$ cat src/rtl/time_range_segment_search_top_defines.svh
// ----------------------------------------------------------------------------
// Time range segment search: assertion macros
// Shared concurrent checks, clocked on clock and disabled while reset is high.
// ----------------------------------------------------------------------------
`ifndef TIME_RANGE_SEGMENT_SEARCH_TOP_DEFINES_SVH
`define TIME_RANGE_SEGMENT_SEARCH_TOP_DEFINES_SVH

// Consequent must hold in the same cycle as the antecedent.
`define TRSS_ASSERT_SAME(label, ante, cons, msg) \
   label: assert property (@(posedge clock) disable iff (reset) (ante) |-> (cons)) \
      else $error(msg);

// Consequent must hold in the cycle after the antecedent.
`define TRSS_ASSERT_NEXT(label, ante, cons, msg) \
   label: assert property (@(posedge clock) disable iff (reset) (ante) |=> (cons)) \
      else $error(msg);

`endif

$ cat src/rtl/trss_pkg.sv
// ----------------------------------------------------------------------------
// Time range segment search package
// Request codes, segment table entry and search result types, frame helper.
// ----------------------------------------------------------------------------
`timescale 1ns / 1ps
`default_nettype none

package trss_pkg;

   // Request function codes; the fourth code is ignored.
   localparam logic [1:0] FUNC_APPEND = 2'd0;
   localparam logic [1:0] FUNC_QUERY  = 2'd1;
   localparam logic [1:0] FUNC_CLEAR  = 2'd2;

   localparam int SEG_W = 10;

   typedef struct packed {
      logic [31:0] create_time;
      logic [31:0] mod_time;
      logic [31:0] first_frame;
      logic [31:0] last_frame;
   } entry_type;

   typedef struct packed {
      logic             found;
      logic [SEG_W-1:0] first_segment;
      logic [SEG_W-1:0] last_segment;
      logic [31:0]      first_frame;
      logic [31:0]      last_frame;
   } result_type;

   // Frame reached at time t inside a segment, saturating.
   function automatic logic [31:0] frame_at(entry_type e, logic [31:0] t);
      logic [32:0] sum;
      sum = {1'b0, e.first_frame} + {1'b0, t - e.create_time};
      if (e.create_time > t) begin
         frame_at = e.first_frame;
      end else if (e.mod_time < t) begin
         frame_at = e.last_frame;
      end else if (sum[32]) begin
         frame_at = '1;
      end else begin
         frame_at = sum[31:0];
      end
   endfunction

endpackage

`default_nettype wire

$ cat src/rtl/trss_search.sv
// ----------------------------------------------------------------------------
// Segment search sequencer
// Boundary reads, up to two binary interval searches, boundary fix-up, frames.
// ----------------------------------------------------------------------------
`timescale 1ns / 1ps
`default_nettype none

module trss_search import trss_pkg::*; #(
   parameter int TABLE_DEPTH = 1024
) (
   input  wire logic                             clock,
   input  wire logic                             reset,
   input  wire logic                             q_start,
   input  wire logic [31:0]                      q_start_time,
   input  wire logic [31:0]                      q_end_time,
   input  wire logic [$clog2(TABLE_DEPTH+1)-1:0] seg_count,
   output      logic [$clog2(TABLE_DEPTH)-1:0]   rd_addr,
   input  wire entry_type                        rd_data,
   output      logic                             idle,
   output      logic                             res_valid,
   input  wire logic                             res_take,
   output      result_type                       res
);

   localparam int IDX_W = $clog2(TABLE_DEPTH);
   localparam int CNT_W = $clog2(TABLE_DEPTH + 1);

   localparam logic [3:0] S_IDLE      = 4'd0;
   localparam logic [3:0] S_CAP_LAST  = 4'd1;
   localparam logic [3:0] S_CAP_FIRST = 4'd2;
   localparam logic [3:0] S_SRCH      = 4'd3;
   localparam logic [3:0] S_CAP_SI    = 4'd4;
   localparam logic [3:0] S_CAP_EI    = 4'd5;
   localparam logic [3:0] S_CAP_FS    = 4'd6;
   localparam logic [3:0] S_CAP_FE    = 4'd7;
   localparam logic [3:0] S_DONE      = 4'd8;

   logic [3:0]       state_ff, state_in;
   logic [31:0]      st_ff, st_in, et_ff, et_in, mod_last_ff, mod_last_in;
   logic [CNT_W-1:0] n_ff, n_in, si_ff, si_in, ei_ff, ei_in;
   logic             si_v_ff, si_v_in, ei_v_ff, ei_v_in;
   logic             phase_ff, phase_in, need_end_ff, need_end_in;
   logic [IDX_W-1:0] lo_ff, lo_in, hi_ff, hi_in, mid_ff, mid_in;
   logic             found_ff, found_in;
   logic [31:0]      ffr_ff, ffr_in, lfr_ff, lfr_in;

   logic [CNT_W-1:0] cnt_last, req_cnt_last, si_sel, ei_sel, ei_adj;
   logic [IDX_W-1:0] last_idx, init_mid, req_mid_unused, nmid_lo, nmid_hi, srch_idx;
   logic [31:0]      t_cur;
   logic             hit, s_none, s_zero, e_none, e_last, single_miss, ei_dec, go_post;
   logic [CNT_W+SEG_W-1:0] si_ext, ei_ext;

   assign cnt_last       = n_ff - CNT_W'(1);
   assign req_cnt_last   = seg_count - CNT_W'(1);
   assign last_idx       = cnt_last[IDX_W-1:0];
   assign init_mid       = last_idx >> 1;
   assign req_mid_unused = req_cnt_last[IDX_W-1:0];
   assign nmid_lo        = lo_ff + ((mid_ff - lo_ff) >> 1);
   assign nmid_hi        = mid_ff + ((hi_ff - mid_ff) >> 1);
   assign t_cur          = phase_ff ? et_ff : st_ff;
   assign hit            = (rd_data.mod_time >= t_cur) && (rd_data.create_time <= t_cur);
   assign srch_idx       = hit ? mid_ff : hi_ff;

   // Outer bounds, valid in S_CAP_FIRST (entry 0 on the read port)
   assign s_none = mod_last_ff < st_ff;
   assign s_zero = rd_data.create_time >= st_ff;
   assign e_none = (rd_data.create_time > et_ff) || (mod_last_ff < st_ff);
   assign e_last = mod_last_ff <= et_ff;

   // Boundary fix-up
   assign si_sel      = si_v_ff ? si_ff : '0;
   assign ei_sel      = ei_v_ff ? ei_ff : cnt_last;
   assign single_miss = si_v_ff && ei_v_ff && (si_ff == ei_ff) &&
                        ((rd_data.create_time > et_ff) || (rd_data.mod_time < st_ff));
   assign ei_dec      = rd_data.create_time > et_ff;
   assign ei_adj      = ei_ff - CNT_W'(ei_dec);

   always_comb begin
      state_in    = state_ff;
      st_in       = st_ff;
      et_in       = et_ff;
      n_in        = n_ff;
      mod_last_in = mod_last_ff;
      si_in       = si_ff;
      ei_in       = ei_ff;
      si_v_in     = si_v_ff;
      ei_v_in     = ei_v_ff;
      phase_in    = phase_ff;
      need_end_in = need_end_ff;
      lo_in       = lo_ff;
      hi_in       = hi_ff;
      mid_in      = mid_ff;
      found_in    = found_ff;
      ffr_in      = ffr_ff;
      lfr_in      = lfr_ff;
      rd_addr     = mid_ff;
      go_post     = 1'b0;

      unique case (state_ff)
         S_IDLE: begin
            rd_addr = req_mid_unused;
            if (q_start) begin
               st_in    = q_start_time;
               et_in    = q_end_time;
               n_in     = seg_count;
               found_in = 1'b0;
               if (seg_count == '0 || q_start_time > q_end_time) begin
                  state_in = S_DONE;
               end else begin
                  state_in = S_CAP_LAST;
               end
            end
         end
         S_CAP_LAST: begin
            mod_last_in = rd_data.mod_time;
            rd_addr     = '0;
            state_in    = S_CAP_FIRST;
         end
         S_CAP_FIRST: begin
            si_v_in     = !s_none;
            si_in       = '0;
            ei_v_in     = !e_none;
            ei_in       = cnt_last;
            need_end_in = !e_none && !e_last;
            lo_in       = '0;
            hi_in       = last_idx;
            mid_in      = init_mid;
            rd_addr     = init_mid;
            if (!s_none && !s_zero) begin
               phase_in = 1'b0;
               state_in = S_SRCH;
            end else if (!e_none && !e_last) begin
               phase_in = 1'b1;
               state_in = S_SRCH;
            end else begin
               go_post = 1'b1;
            end
         end
         S_SRCH: begin
            if (hit || mid_ff == lo_ff) begin
               if (!phase_ff) begin
                  si_in = CNT_W'(srch_idx);
                  if (need_end_ff) begin
                     phase_in = 1'b1;
                     lo_in    = '0;
                     hi_in    = last_idx;
                     mid_in   = init_mid;
                     rd_addr  = init_mid;
                  end else begin
                     go_post = 1'b1;
                  end
               end else begin
                  ei_in   = CNT_W'(srch_idx);
                  go_post = 1'b1;
               end
            end else if (rd_data.mod_time >= t_cur) begin
               hi_in   = mid_ff;
               mid_in  = nmid_lo;
               rd_addr = nmid_lo;
            end else begin
               lo_in   = mid_ff;
               mid_in  = nmid_hi;
               rd_addr = nmid_hi;
            end
         end
         S_CAP_SI: begin
            if (single_miss) begin
               found_in = 1'b0;
               state_in = S_DONE;
            end else begin
               si_in    = si_sel + CNT_W'(rd_data.mod_time < st_ff);
               ei_in    = ei_sel;
               rd_addr  = ei_sel[IDX_W-1:0];
               state_in = S_CAP_EI;
            end
         end
         S_CAP_EI: begin
            if ((ei_dec && ei_ff == '0) || si_ff > ei_adj || si_ff >= n_ff) begin
               found_in = 1'b0;
               state_in = S_DONE;
            end else begin
               ei_in    = ei_adj;
               rd_addr  = si_ff[IDX_W-1:0];
               state_in = S_CAP_FS;
            end
         end
         S_CAP_FS: begin
            ffr_in   = frame_at(rd_data, st_ff);
            rd_addr  = ei_ff[IDX_W-1:0];
            state_in = S_CAP_FE;
         end
         S_CAP_FE: begin
            lfr_in   = frame_at(rd_data, et_ff);
            found_in = 1'b1;
            state_in = S_DONE;
         end
         S_DONE: begin
            if (res_take) begin
               state_in = S_IDLE;
            end
         end
         default: begin
            state_in = S_IDLE;
         end
      endcase

      // Both ends known: read the start boundary entry, or give up
      if (go_post) begin
         if (!si_v_in && !ei_v_in) begin
            found_in = 1'b0;
            state_in = S_DONE;
         end else begin
            rd_addr  = si_v_in ? si_in[IDX_W-1:0] : '0;
            state_in = S_CAP_SI;
         end
      end
   end

   always_ff @(posedge clock) begin
      if (reset) begin
         state_ff <= S_IDLE;
      end else begin
         state_ff <= state_in;
      end
      st_ff       <= st_in;
      et_ff       <= et_in;
      n_ff        <= n_in;
      mod_last_ff <= mod_last_in;
      si_ff       <= si_in;
      ei_ff       <= ei_in;
      si_v_ff     <= si_v_in;
      ei_v_ff     <= ei_v_in;
      phase_ff    <= phase_in;
      need_end_ff <= need_end_in;
      lo_ff       <= lo_in;
      hi_ff       <= hi_in;
      mid_ff      <= mid_in;
      found_ff    <= found_in;
      ffr_ff      <= ffr_in;
      lfr_ff      <= lfr_in;
   end

   assign si_ext = {{SEG_W{1'b0}}, si_ff};
   assign ei_ext = {{SEG_W{1'b0}}, ei_ff};

   assign idle      = state_ff == S_IDLE;
   assign res_valid = state_ff == S_DONE;

   assign res.found         = found_ff;
   assign res.first_segment = found_ff ? si_ext[SEG_W-1:0] : '0;
   assign res.last_segment  = found_ff ? ei_ext[SEG_W-1:0] : '0;
   assign res.first_frame   = found_ff ? ffr_ff : '0;
   assign res.last_frame    = found_ff ? lfr_ff : '0;

endmodule

`default_nettype wire

$ cat config.mk
export PLATFORM = sky130hd
export DESIGN_NAME = trss_search
export DESIGN_NICKNAME = d
export VERILOG_FILES = /design/src/rtl/time_range_segment_search_top_defines.svh /design/src/rtl/trss_pkg.sv /design/src/rtl/trss_search.sv
export SDC_FILE = /design/constraint.sdc
export NUM_CORES = 1
export LEC_CHECK = 0
export ABC_AREA = 1
export BUFFER_PORTS_ARGS = -buffer_cell sky130_fd_sc_hd__buf_2
export CAP_MARGIN = 20
export CORE_MARGIN = 2
export CORE_UTILIZATION = 65
export CTS_CLUSTER_DIAMETER = 120
export DETAILED_ROUTE_END_ITERATION = 7
export GPL_ROUTABILITY_DRIVEN = 0
export GPL_TIMING_DRIVEN = 0
export PLACE_DENSITY = 0.87
export SYNTH_ARGS = -nofsm -noshare
export SYNTH_HDL_FRONTEND = slang
export SYNTH_SLANG_ARGS = --single-unit
export TNS_END_PERCENT = 10
$ cat constraint.sdc
create_clock -name clock -period 25 [get_ports clock]
set_input_delay 6.25 -clock clock [delete_from_list [all_inputs] [get_ports clock]]
set_output_delay 6.25 -clock clock [all_outputs]
set_load 0.02 [all_outputs]
After elaboration in Yosys (flattened, before gate mapping):

Index checks and enable logic that the tools add are counted.

* flip-flop bits (word level): 232
* bits of input ports: 207
* output and inout bits: 97
* logic and storage cells: 176

* add/subtract/negate cells: 12
* magnitude comparators: 12
* equal/unequal tests: 25
* mux-type cells: 74
* reductions and logical operators: 34

Operators by type and width (count)
* $mux 32: 9
* $mux 10: 20
* $mux 11: 9
* $gt 32x32->1: 3
* $lt 32x32->1: 3
* $pmux 10 s7: 1
* $add 32x32->33: 2
* $ge 32x32->1: 2
* $le 32x32->1: 2
* $sub 32x32->32: 2
* $pmux 10 s2: 3
* $pmux 11 s4: 1
* $mux 4: 9
* $pmux 4 s9: 1
* $pmux 11 s3: 1
* $logic_not 11->1: 2
* $add 10x9->10: 2
* $sub 10x10->10: 2
* $mux 1: 17
* $eq 4x3->1 const B: 4
* $reduce_and 4->1: 4
* $ne 3x3->1 const B: 5
* $ne 2x2->1 const B: 7
* $add 11x1->11: 1
* 26 further kinds: 45

Logic depth before layout (Yosys ltp):

* word-level depth: 10
* depth in mapped cells: 36
* depth with buffers taken out: 35

Least setup slack after synthesis:

Ideal clock, no wire load.

* path type: input port to output port
* from: input port rd_data[96] (netlist name)
* to: output port rd_addr[6]
* arrival time: 10.512 ns
* data required time: 18.750 ns
* setup slack: 8.238 ns
* cell stages on the path: 34
* buffers on the path: 1
* cells stage by stage: ha_1 inv_1 fa_1 nand2_1 inv_2 nand2_1 nand2_2 nand2_1 nand2_2 nand2_1 nand2_2 nand2_4 nand2_8 inv_1 buf_1 ha_1 ha_1 nand3_1 nor3_1 nand3_1 xor2_1 ha_1 nand2_1 nor4_1 nand4_1 nand2_1 nand3_4 nor2_4 nand2_1 o21ai_1 nor2_1 nand3_1 nand2_1 nand2_1

* word-level cells in the longest chain between the ends: 9
* elaborated cells on any way between the ends: 36
* those cells by class: 1 x add/sub; 4 x order compare; 17 x mux; 14 x reduce/logical

RTL lines
* from (decl): RTL line trss_search.sv:18 `input wire entry_type rd_data,`
* $gt 32x32->1 or $le 32x32->1 (tied branches)
* $sub 11x1->11 or $logic_and 1x1->1 (tied branches): RTL line trss_search.sv:76, trss_search.sv:61
* $gt 11x11->1 or $mux 10 (tied branches): RTL line trss_search.sv:178, trss_search.sv:62
* $logic_or 1x1->1 or $mux 11 (tied branches): RTL line trss_search.sv:178, trss_search.sv:141
* $logic_or 1x1->1 or $mux 11 (tied branches): RTL line trss_search.sv:178, trss_search.sv:140
* $mux 10 or $pmux 11 s3 (tied branches): RTL line trss_search.sv:178, trss_search.sv:99
* $pmux 10 s7 or $mux 10 (tied branches): RTL line trss_search.sv:99, trss_search.sv:213
* $mux 10: RTL line trss_search.sv:209 `if (!si_v_in && !ei_v_in) begin`
* $mux 10 (*): RTL line trss_search.sv:208 `if (go_post) begin`
* to (decl): RTL line trss_search.sv:17 `output logic [$clog2(TABLE_DEPTH)-1:0] rd_addr,`

Every way passes the cells marked *; elsewhere a longest branch is shown, timed or not. The select of a mux whose other input is x is not followed.

Worst setup path after layout:

* from: input port rd_data[96] (netlist name)
* to: output port rd_addr[2]

Same word-level chain as after synthesis.

==> flow_summary.yaml <==
outcome:
  outcome: "complete, but fails checks"
  violations: "design-rule violations"
yosys:
  synthesis.nets: 4373
  ys_seq_area_share_pct: 25.31
  synth_top_area_cell: "edfxtp_1"
  ys_types: 64
  syn_area_per_cell_um2: 7.169
  synth_cells: 3746
  ys_warn_count: 0
  synthTopCellsByCount: "nand2_1, inv_1, ha_1"
  syn_area_um2: 26850
  synth-edff-count: 215
  synth_flop_cell: "edfxtp_1"
  synthArstFlopShare_pct: 0
  ys_ff_latch: 232
  synth_top_cell_area_share_pct: 24.04
  synthTopCellsByArea: "edfxtp_1, ha_1, nand2_1, inv_1, a21oi_1"
  yosysMostFrequentCell: "nand2_1"
clocking:
  cts_buffers: 27
  ctsResizeCount: 0
  cts_setup_buffers: 0
  clk_pin_slew_ps: 70
  h-tree-depth: 1
  postCtsHoldBufs: 0
  cts_tree: "done"
  clockBufferDepth: 3
  clock_sinks: 232
  clkLatencyLatePin_ps: 560
  clockRootBuffer: "clkbuf_16"
timing:
  setup_tns_ps: 0
  period_share_pct: 72.31
  slew_headroom_pct: 31.56
  fin_crit_ps: 18080
  slew_violations: 0
  finalHoldViolations: 0
  final-setup-viol-count: 0
  max_freq_mhz: 55.31
  worst_pin_slew_ps: 1021
  fin_skew_ps: 16.95
  rsz0062_at_grt: "no"
routing:
  viasPerCell: 5.969
  drtAntennaViolNets: 0
  drtIter0Drc: 3740
  wl_um: 84170
  wl_per_cell_um: 18.12
  routed-via-count: 27731
  first_pass_iters: 8
  drcViolationCount: 3
die:
  core_area_um2: 40830
  initial_core_util_pct: 65.77
  num_io_pins: 304
  die_w_um: 207.3
  rows: 74
  die_height_um: 207.3
  dieArea_um2: 42960
place:
  place_hpwl_um: 70140
  portBuffers: 303
setup_path:
  path_class: "input pin to primary output"
  rr_worst_depth: 31
  critPathSlowestCell: "buf_1"
  slowest_delay_ps: 400
  critPathLaunchType: "input pin"
  critical_path.max_fanout: 10
  arrival_ps: 11830
  r2r_setup_slack_ps: 18300
  crit_start: "rd_data[96]"
  worst_r2r_endpoint: "ei_ff[5]"
  endpoint_kind: "primary output"
  timing.rr.start: "et_ff[0]"
  crit_top_cell: "nand2_1"
  cp.required_ps: 18750
power_and_ir_drop:
  total_power_mw: 3.554
  p_leak_nw: 15.47
  peakVddDrop_v: 0.00007151
  power_density_nw_per_um2: 118.1
cells_and_area:
  area_delta_synth_final_pct: 12.05
  nFillCells: 3169
  drive_gt1_share_pct: 11.40
  fin_nets: 4712
grt:
  grt_pass1_vias: 25335
  grt_overflow: 0
  grt_antenna_before_repair: 9
  grt_pass1_wl_um: 130300
  grt_max_degree: 35
  grt_usage_pct: 37.72
run:
  maxCapViolations: 0
worst_hold_path:
  min_from: "ei_v_ff"
  hold_path_end: "ei_v_ff"
  hold_depth: 2
  hp-class: "register to register"
==> registers in the layout (all words and copies together), names as in the netlist <==
register,cells
et_ff,32
si_ff,11
found_ff,1
st_ff,32
hi_ff,10
ei_v_ff,1
si_v_ff,1
state_ff,4
mod_last_ff,32
need_end_ff,1
lfr_ff,32
n_ff,11
ffr_ff,32
phase_ff,1
mid_ff,10
ei_ff,11
lo_ff,10
==> cell type report <==
type	instances	area, um^2	area share (%)
clock inverters	18	210.2	0.6985
repair buffers	310	1615	5.368
diodes	9	22.52	0.07484
plain buffers	71	311.5	1.035
flip-flops and latches	232	6797	22.59
multi-input cells	2932	17860	59.35
clock buffers	31	690.7	2.295
inverters	511	1921	6.383
well taps	532	665.6	2.212
==> worst max-delay path by stage <==
stage / end / slack, ps / cells after the start
global route: rd_addr[4] / 6310 / 36
global placement: rd_addr[2] / 7150 / 36
floorplan: rd_addr[6] / 8240 / 34
finish: rd_addr[2] / 6920 / 36
detailed placement: rd_addr[2] / 7060 / 36
CTS: rd_addr[4] / 6990 / 36
==> logic make-up after synthesis <==
| group | after synthesis | share of synthesized area (%) |
|---|---|---|
| xor+xnor | 169 | 5.512 |
| buf+inv | 582 | 8.312 |
| simple gates | 1594 | 25.45 |
| fa+ha+maj | 420 | 19.79 |
| flops | 232 | 25.31 |
| compound gates | 749 | 15.63 |
==> power by group <==
part	switching [mW]	internal [mW]	total, mW
registers	0.105	0.558	0.663
logic	1.60	0.878	2.48
clock network	0.176	0.233	0.409
total	1.89	1.67	3.55
==> cell usage in the layout, fill, tap and decap left out, drive strengths merged, types with 3 or more instances in the layout <==
master    netlist  routed
xor2          112     112
nor3           49      49
clkbuf         46      77
a21boi          7       7
clkinvlp        0       5
nand2         933     933
o211ai         21      21
ha            412     412
nand3b         18      18
a211oi          7       7
nor3b           3       3
o21a           17      17
or2             9       9
nor2          312     312
o21bai         26      26
nor4           25      25
inv           511     516
xnor2          57      57
a22oi           4       4
diode           0       9
o2111ai         8       8
a21o           27      27
o22ai          11      11
buf            25     335
clkinv          0       5
a21oi         308     308
dfxtp          17      17
a31oi          20      20
a221oi          3       3
o21ai         281     281
edfxtp        215     215
bufinv          0       3
nand3         195     195
fa              8       8
nand4          46      46
==> per-layer routing <==
metal / track usage, % / vias to the layer above / part of all wire, %
met5: 0 / - / 0
met4: 15.34 / 0 / 4.6
met3: 5.915 / 256 / 14
met2: 56.86 / 1816 / 41
met1: 54.08 / 12276 / 41
li1: - / 13383 / -
==> worst max-delay path, delay by kind of cell <==
| family | cells | cell delay [ps] |
|---|---|---|
| and+or+nand+nor | 23 | 2830 |
| adders and majority gates | 5 | 1400 |
| xor gates and xnor gates | 1 | 190 |
| AOI/OAI and AO/OA | 1 | 90 |
| buffers and inverters | 6 | 1070 |
==> stage by stage <==
stage / cell area [um^2] / hold WS (ps) / worst slack, ps / utilization, % / cells
global route: 30090 / 623.3 / 6306 / 73.70 / 4646
finish: 30090 / 566.5 / 6921 / 73.70 / 4646
CTS: 30070 / 555.1 / 6991 / 73.64 / 4637
detailed placement: 29170 / 539.9 / 7057 / 71.43 / 4588
floorplan: 26850 / 491.4 / 8238 / - / 3746
global placement: 29040 / 532.5 / 7148 / 71.11 / 4581
(Power assumes the default switching activity.)
